--- config.mk ---
export PLATFORM = sky130hd
export DESIGN_NAME = rsct_ctrl
export DESIGN_NICKNAME = d
export VERILOG_FILES = /design/src/design/rsct_pkg.sv /design/src/design/rsct_ctrl.sv
export SDC_FILE = /design/constraint.sdc
export NUM_CORES = 1
export LEC_CHECK = 0
export BUFFER_PORTS_ARGS = -buffer_cell sky130_fd_sc_hd__buf_2
export CORE_ASPECT_RATIO = 1.1
export CORE_MARGIN = 2
export CORE_UTILIZATION = 42
export CTS_BUF_LIST = sky130_fd_sc_hd__clkbuf_8
export DETAILED_ROUTE_END_ITERATION = 8
export PLACE_DENSITY = 0.73
export SETUP_SLACK_MARGIN = 0.15
export SLEW_MARGIN = 10
export SYNTH_ARGS = -nofsm -noshare
export SYNTH_HDL_FRONTEND = slang
export SYNTH_SLANG_ARGS = --single-unit
--- constraint.sdc ---
create_clock -name clk -period 4.15 [get_ports clk]
set_clock_uncertainty 0.15 [all_clocks]
set_input_delay 0.415 -clock clk [delete_from_list [all_inputs] [get_ports clk]]
set_output_delay 0.415 -clock clk [all_outputs]
set_load 0.02 [all_outputs]
--- src/design/rsct_pkg.sv ---
// Package for the resizing stack unit: status and operation codes,
// the result record passed between stages, and the start capacity clamp.
// No dependencies.
`timescale 1ns / 1ps

package rsct_pkg;

    localparam int RSCT_DEPTH = 1024;

    localparam int START_W  = 11;
    localparam int COUNT_OW = 11;
    localparam int CAP_OW   = 12;
    localparam int DATA_W   = 32;

    localparam logic [START_W-1:0] START_RESET = START_W'(10);
    localparam logic [START_W-1:0] START_MIN   = START_W'(1);
    localparam logic [START_W-1:0] START_MAX   = START_W'(1024);

    typedef enum logic [1:0] {
        STATUS_OK    = 2'd0,
        STATUS_EMPTY = 2'd1,
        STATUS_FULL  = 2'd2
    } status_t;

    typedef enum logic {
        OP_PUSH = 1'b0,
        OP_POP  = 1'b1
    } op_t;

    typedef struct packed {
        logic                is_pop;
        status_t             status;
        logic                grew;
        logic                shrank;
        logic [COUNT_OW-1:0] count;
        logic [CAP_OW-1:0]   capacity;
        logic [CAP_OW-1:0]   peak;
    } result_t;

    function automatic logic [START_W-1:0] clamp_start(input logic [START_W-1:0] value);
        logic [START_W-1:0] clamped;
        if (value == '0)
        begin
            clamped = START_MIN;
        end
        else if (value > START_MAX)
        begin
            clamped = START_MAX;
        end
        else
        begin
            clamped = value;
        end
        return clamped;
    endfunction

endpackage

--- src/design/rsct_ctrl.sv ---
// Count, capacity and peak tracking for the resizing stack unit, with the
// result register and the stack RAM access requests. Depends on rsct_pkg.
`timescale 1ns / 1ps

module rsct_ctrl
    import rsct_pkg::*;
#(
    parameter int DEPTH = RSCT_DEPTH,
    localparam int AW    = (DEPTH > 1) ? $clog2(DEPTH) : 1,
    localparam int CNT_W = $clog2(DEPTH + 1),
    localparam int CAP_W = (CNT_W + 1 > CAP_OW) ? CNT_W + 1 : CAP_OW,
    localparam int CNT_EXT_W = (CNT_W > COUNT_OW) ? CNT_W : COUNT_OW
)
(
    input  logic               clk,
    input  logic               rst_n,
    input  logic               cfg_we,
    input  logic [START_W-1:0] cfg_wdata,
    input  logic               in_valid,
    input  op_t                in_op,
    output logic               in_ready,
    output logic               ram_wr_en,
    output logic [AW-1:0]      ram_wr_addr,
    output logic               ram_rd_en,
    output logic [AW-1:0]      ram_rd_addr,
    output logic               res_valid,
    output result_t            res,
    input  logic               res_take
);

    logic [START_W-1:0] start_reg;
    logic [CNT_W-1:0]   count_reg, count_next;
    logic [CAP_W-1:0]   cap_reg, cap_next;
    logic [CAP_W-1:0]   peak_reg, peak_next;
    logic               res_valid_reg;
    result_t            res_reg, res_next;

    logic               accept;
    logic               full;
    logic               empty;
    logic               grow;
    logic               shrink;
    logic [CAP_W-1:0]   cap_grown;
    logic [CAP_W-1:0]   count_ext;
    logic [CAP_W-1:0]   count_inc_ext;
    logic [CNT_W-1:0]   count_inc;
    logic [START_W-1:0] start_clamped;
    logic [CNT_EXT_W-1:0] count_out_ext;

    assign in_ready = !res_valid_reg || res_take;
    assign accept   = in_valid && in_ready;

    assign full          = (count_reg == CNT_W'(DEPTH));
    assign empty         = (count_reg == '0);
    assign count_inc     = count_reg + CNT_W'(1);
    assign count_ext     = CAP_W'(count_reg);
    assign count_inc_ext = CAP_W'(count_inc);
    assign grow          = (count_ext >= cap_reg);
    assign cap_grown     = grow ? (cap_reg << 1) : cap_reg;
    // The halving test runs on the capacity after any doubling of this push.
    assign shrink        = (cap_grown != CAP_W'(start_reg))
                           && (count_inc_ext < (cap_grown >> 1));
    assign start_clamped = clamp_start(cfg_wdata);

    always_comb
    begin
        count_next      = count_reg;
        cap_next        = cap_reg;
        peak_next       = peak_reg;
        res_next.is_pop = (in_op == OP_POP);
        res_next.status = STATUS_OK;
        res_next.grew   = 1'b0;
        res_next.shrank = 1'b0;
        ram_wr_en       = 1'b0;
        ram_rd_en       = 1'b0;
        if (in_op == OP_PUSH)
        begin
            if (full)
            begin
                res_next.status = STATUS_FULL;
            end
            else
            begin
                ram_wr_en       = accept;
                count_next      = count_inc;
                cap_next        = shrink ? (cap_grown >> 1) : cap_grown;
                peak_next       = (cap_grown > peak_reg) ? cap_grown : peak_reg;
                res_next.grew   = grow;
                res_next.shrank = shrink;
            end
        end
        else
        begin
            if (empty)
            begin
                res_next.status = STATUS_EMPTY;
            end
            else
            begin
                ram_rd_en  = accept;
                count_next = count_reg - CNT_W'(1);
            end
        end
        count_out_ext     = CNT_EXT_W'(count_next);
        res_next.count    = count_out_ext[COUNT_OW-1:0];
        res_next.capacity = cap_next[CAP_OW-1:0];
        res_next.peak     = peak_next[CAP_OW-1:0];
    end

    assign ram_wr_addr = AW'(count_reg);
    assign ram_rd_addr = AW'(count_reg - CNT_W'(1));

    always_ff @(posedge clk or negedge rst_n)
    begin
        if (!rst_n)
        begin
            start_reg     <= START_RESET;
            count_reg     <= '0;
            cap_reg       <= CAP_W'(START_RESET);
            peak_reg      <= CAP_W'(START_RESET);
            res_valid_reg <= 1'b0;
        end
        else
        begin
            if (cfg_we)
            begin
                // A new start capacity also starts an empty stack.
                start_reg <= start_clamped;
                count_reg <= '0;
                cap_reg   <= CAP_W'(start_clamped);
                peak_reg  <= CAP_W'(start_clamped);
            end
            else if (accept)
            begin
                count_reg <= count_next;
                cap_reg   <= cap_next;
                peak_reg  <= peak_next;
            end
            if (accept)
            begin
                res_valid_reg <= 1'b1;
            end
            else if (res_take)
            begin
                res_valid_reg <= 1'b0;
            end
        end
    end

    always_ff @(posedge clk)
    begin
        if (accept)
        begin
            res_reg <= res_next;
        end
    end

    assign res_valid = res_valid_reg;
    assign res       = res_reg;

endmodule

Word-level counts from Yosys, hierarchy flattened:

Cells that the tools add are included.

* mux-type cells: 27
* divide/modulo/power cells: 0
* add/sub/neg operators: 2
* reductions and logical operators: 9
* equal/unequal tests: 2
* bitwise gates (word level): 0
* shifts and indexed selects: 0
* $mul: 0
* magnitude comparators: 4

Operators by type and width (count)
* $mux W12: 11
* $mux W11: 7
* $logic_not A11 Y1: 2
* $ge A11 B12 Y1: 1
* $gt A12 B12 Y1: 1
* $ne A12 B11 Y1: 1
* $add A11 B1 Y11 const B: 1
* $eq A11 B11 Y1 const B: 1
* $gt A11 B11 Y1 const B: 1
* $lt A11 B11 Y1: 1
* $sub A11 B1 Y11 const B: 1
* $mux W1: 7
* $mux W2: 2
* $reduce_bool A2 Y1: 2
* $logic_and A1 B1 Y1: 2
* $reduce_or A2 Y1: 1
* $logic_not A1 Y1: 1
* $logic_or A1 B1 Y1: 1

* register bits after elaboration: 87
* bits in latches: 0
* memories: 0
* input bits: 17
* ROM bits: 0
* bits in writable memories: 0
* word-level logic and storage cells: 56
* output and inout port bits: 64

Depth between registers and ports, before layout:

* depth in word-level cells: 9
* mapped depth: 23

Worst setup path before layout:

No wires, ideal clock.

* kind: register to register
* start point: reg cap_reg[3]
* end point: reg res_reg (netlist bit res[12]), data pin
* data required time: 3.729 ns
* path slack: -0.314 ns
* cell stages (with the launch flop): 20
* period minus slack after synthesis: 4.464 ns
* arrival time: 4.043 ns
* path buffers: 3
* library setup time: 0.271 ns
* path through: dfstp_2 -> clkbuf_1 -> inv_1 -> ha_1 -> or3_4 -> o221a_4 -> nor2_2 -> clkbuf_1 -> nand2_1 -> o21ai_1 -> inv_1 -> ha_1 -> o21a_1 -> nor2_1 -> o311a_1 -> nor4_4 -> buf_4 -> nor3_1 -> o21ai_0 -> o221ai_1

* cells in the longest elaborated chain, start to end: 7
* elaborated cells between the ends (all ways): 8

Ends and longest elaborated chain
* start: declaration: line rsct_ctrl.sv:33 `logic [CAP_W-1:0] cap_reg, cap_next;`
* start signal: assignment: line rsct_ctrl.sv:119 `cap_reg <= CAP_W'(START_RESET);`
* start signal: assignment: line rsct_ctrl.sv:130 `cap_reg <= CAP_W'(start_clamped);`
* start signal: assignment: line rsct_ctrl.sv:136 `cap_reg <= cap_next;`
* $ge A11 B12 Y1: line rsct_ctrl.sv:58 `assign grow = (count_ext >= cap_reg);`
* $mux W12 *: line rsct_ctrl.sv:59 `assign cap_grown = grow ? (cap_reg << 1) : cap_reg;`
* $lt A11 B11 Y1 / $ne A12 B11 Y1 (equally long branches): line rsct_ctrl.sv:62, rsct_ctrl.sv:61
* $logic_and A1 B1 Y1: line rsct_ctrl.sv:62 `&& (count_inc_ext < (cap_grown >> 1));`
* $mux W12 *: line rsct_ctrl.sv:86 `cap_next = shrink ? (cap_grown >> 1) : cap_grown;`
* $mux W12 *: line rsct_ctrl.sv:78 `if (full)`
* $mux W12 *: line rsct_ctrl.sv:76 `if (in_op == OP_PUSH)`
* via cap_next[0]: line rsct_ctrl.sv:33
* end signal: assignment: line rsct_ctrl.sv:154 `res_reg <= res_next;`
* end: declaration: line rsct_ctrl.sv:36 `result_t res_reg, res_next;`

The timed path passes the listed nets; every way through them passes the cells marked *.
A chain may end at the register's enable or synchronous reset.

Worst setup path after layout:

* start point: reg cap_reg[3]
* end point: reg peak_reg[2]

* cells in the longest elaborated chain, start to end: 8

Ends and longest elaborated chain
* $ge A11 B12 Y1: line rsct_ctrl.sv:58
* $mux W12 *: line rsct_ctrl.sv:59
* $gt A12 B12 Y1: line rsct_ctrl.sv:87 `peak_next = (cap_grown > peak_reg) ? cap_grown : peak_reg;`
* $mux W12 *: line rsct_ctrl.sv:87
* $mux W12 *: line rsct_ctrl.sv:78
* $mux W12 *: line rsct_ctrl.sv:76
* $mux W12 *: line rsct_ctrl.sv:133 `else if (accept)`
* $mux W12 *: line rsct_ctrl.sv:125 `if (cfg_we)`
* end signal: assignment: line rsct_ctrl.sv:120 `peak_reg <= CAP_W'(START_RESET);`
* end signal: assignment: line rsct_ctrl.sv:131 `peak_reg <= CAP_W'(start_clamped);`
* end signal: assignment: line rsct_ctrl.sv:137 `peak_reg <= peak_next;`
* end: declaration: line rsct_ctrl.sv:34 `logic [CAP_W-1:0] peak_reg, peak_next;`

Every way passes the cells marked *; elsewhere a longest branch is shown, timed or not. The select of a mux whose other input is x is not followed.

==> summary.txt <==
Outcome
  • Status: complete, no violations

Worst setup path
  • Cell family with most CP delay: simple AND/OR/NAND/NOR gates
  • Startpoint types: register
  • Worst Path Required: 4.26 ns
  • Slowest-stage cell, CP: dfstp_2
  • Crit end category: register
  • Crit path DAT: about 4.1 ns
  • Most used cell along the critical path: buf_6
  • Crit path largest cell delay: 0.53 ns
  • Worst setup path class: register to register
  • Critical Path, Cell by Cell: inv_1 > ha_4 > or3_4 > o221a_4 > buf_6 > nor2_4 > buf_6 > buf_6 > o21ai_2 > buf_4 > ha_1 > and2_1 > nand3_1 > nor2_1 > a31oi_2 > buf_4 > o21ai_4 > buf_6 > and3_1 > a311oi_2
  • CP Buf/Inv Count: 7
  • Reg-to-reg slack, setup: between 0.1 and 0.15 ns
  • Max FO, Critical Path: 8
  • Worst r2r src: cap_reg[3]
  • Worst R2R End: peak_reg[2]
  • Worst Reg-to-Reg Cells: 20

Synth
  • Ys flop type: dfrtp_1
  • Ys Warns: 0
  • Post-synth ARST share: 0.5402
  • Synth top cells by count: 59 x nand2_1, 52 x nor2_1, 50 x inv_1, 41 x dfrtp_1, 41 x o21ai_0
  • Cell taking the most area after synthesis: edfxtp_1
  • Synthesized flop and latch total: 87
  • EDFF count, synth: 40
  • Register area share after synthesis: 0.4116
  • Syn_nets: 670
  • Area contributors post-synth: edfxtp_1 21%, dfrtp_1 18%, ha_1 6.0%
  • Synthesized area per cell: just over 9 µm²
  • Synth cell types: between 70 and 80
  • Post-Synthesis Cells: roughly 630
  • Share of the synthesized area in the top cell type: 0.2073
  • Most frequent cell after synthesis: nand2_1
  • Cell Area, Synth: approximately 5800 µm²

CTS
  • CTS tree: built
  • CTS root buf: clkbuf_8
  • Max Buffers Root-to-Sink: 2
  • Num CTS Buffers: 9
  • Register clock-pin slew on the reported worst setup and hold paths: around 0.090 ns
  • Clock Latency Late Sink: 0.37 ns
  • Clock sinks: 87
  • H-Tree Depth: 3
  • Hold Buf Count CTS: 0

Final layout
  • P&R area growth vs syn: 27.75%
  • Share of cells above drive strength 1: 0.3407
  • Fill cells: approximately 1300
  • # diodes: 0
  • Max reg flops: 40
  • Sequential Area: between 2000 and 2500 µm²
  • Area occupied by multi-input gates: ~3200 µm²
  • Layout Nets: a little over 800

Timing
  • Max-slew violations: 0
  • Tmin final: between 4 and 5 ns
  • Final setup violation count: 0
  • Achievable Freq: approximately 250 MHz
  • Final worst path period share: 0.9639
  • RSZ-0062 raised after global routing: true
  • Final hold violations: 0
  • Worst Max-Slew Pin Slew: between 0.6 and 0.7 ns
  • Slew HR: 0.5542
  • Final setup TNS: 0 ns

Power
  • Cell Pwr Density: approximately 450 nW/µm²
  • Pwr Total: ~3400 µW
  • P_leak: roughly 0.0033 µW
  • Max VDD drop: between 0.15 and 0.2 mV

Placement
  • Port buffer count: 80
  • Hpwl dp: 13500 µm
  • GPL Wtd Cong: 1.022

Detailed routing
  • DRC violations left: 0
  • Initial DRC count: ~500
  • Overall routed net length: 18520 µm
  • Drt pass-1 iters: 5
  • Vias/cell: approximately 5.7
  • DR WL/cell: between 15 and 20 µm
  • Final ANT Viol Nets: 0
  • Via count: around 5500

Global route
  • Global-route wire length before repair: between 20000 and 30000 µm
  • Global route overflow: 0
  • Vias in the first global route: 5010
  • Largest net degree at the start of global routing: 54
  • Antenna violations before repair: 0
  • GR Util All Layers: 0.2437

Die
  • Die area: ~15000 µm²
  • Vert. Die Dim: between 100 and 150 µm
  • Row count: 45
  • Core Area: between 10000 and 15000 µm²
  • Io pins: 81
  • Initial Util: 0.4253
  • Die X: 116.0 µm

Run
  • Max cap viols: 0

Worst hold path
  • Worst Hold Class: primary input to async pin
-- report_power, final --
group          switching, µW  internal [µW]
Sequential              66.5           1050
Clock                    302            208
Combinational           1010            727
-- worst reg2reg max path: cells and delay by family, from the launching register on --
kind,cells,cell delay (ns)
adders and majority gates,2,0.46
and+or+nand+nor,6,1.04
AOI/OAI and AO/OA,5,0.83
buffers and inverters,7,0.88
DFF,1,0.53
-- cell type report --
cell class / count / area share
well taps: 188 / 0.03178
clock inverters: 7 / 0.004733
clock buffers: 9 / 0.01673
inverters: 51 / 0.02654
flip-flops and latches: 87 / 0.3222
multi-input cells: 439 / 0.4385
repair buffers: 173 / 0.1596
-- through the flow --
stage                     worst slack, ns  hold slack (ns)  utilization  area, µm²  cells
after floorplan                    0.1384         -0.03059            -       5844    625
after global placement             0.1349           0.3392       0.4903       6680    908
after detailed placement          0.02125           0.3452       0.4903       6680    908
after CTS                          0.1435          0.02277       0.5118       6973    933
after global routing              0.01233          0.06450       0.5433       7402    954
final                              0.1498          0.01270       0.5433       7402    954
-- kinds of logic (layout without fill, tap and decap cells) --
kind of cell	Yosys count	count (layout)	share of synthesized area
buffers and inverters	99	240	0.07558
adders and majority gates	28	28	0.06046
and+or+nand+nor	197	197	0.1706
xor gates and xnor gates	39	39	0.05895
muxes	12	12	0.02095
AOI/OAI and AO/OA	163	163	0.2019
DFF	87	87	0.4116
-- worst max path at each step --
stage / startpoint / cells past startpoint / slack, ns / to
2_1_floorplan: cap_reg[1] / 19 / 0.14 / res[12]
3_3_place_gp: cap_reg[1] / 18 / 0.13 / res[19]
3_5_place_dp: cap_reg[1] / 19 / 0.02 / peak_reg[4]
4_1_cts: cap_reg[1] / 18 / 0.14 / res[16]
5_1_grt: cap_reg[1] / 20 / 0.01 / peak_reg[2]
6_report: cap_reg[3] / 20 / 0.15 / peak_reg[2]
-- placed cells by master (no fill, tap or decap), drive strengths merged, types with 8 or more instances in the layout --
cell type and count:
nand2b 10, nor3 18, o21ai 52, clkbuf 9, nor2 55, edfxtp 40, nand2 60, mux2i 11
ha 28, a21oi 26, nand3 19, xnor2 25, inv 54, buf 173, dfrtp 41, a21boi 8
nand4 8, a31oi 8, xor2 14
-- what timing repair did --
item / 4_1_cts / 5_1_grt
buffers inserted: 9 / 19
setup endpoints to repair: 38 / 48
resized for setup: 19 / 58
pin swaps: 14 / 16
cloned: 0 / 2
-- metal layers --
metal | wire (µm) | share of wire | track usage | vias to the layer above
met3 | 1362 | 0.074 | 0.02562 | 35
met5 | 0 | 0 | 0 | -
li1 | - | - | - | 2508
met4 | 478 | 0.026 | 0.08333 | 0
met2 | 8811 | 0.48 | 0.3853 | 301
met1 | 7862 | 0.42 | 0.3490 | 2608
Power figures use the tool's default switching activity.
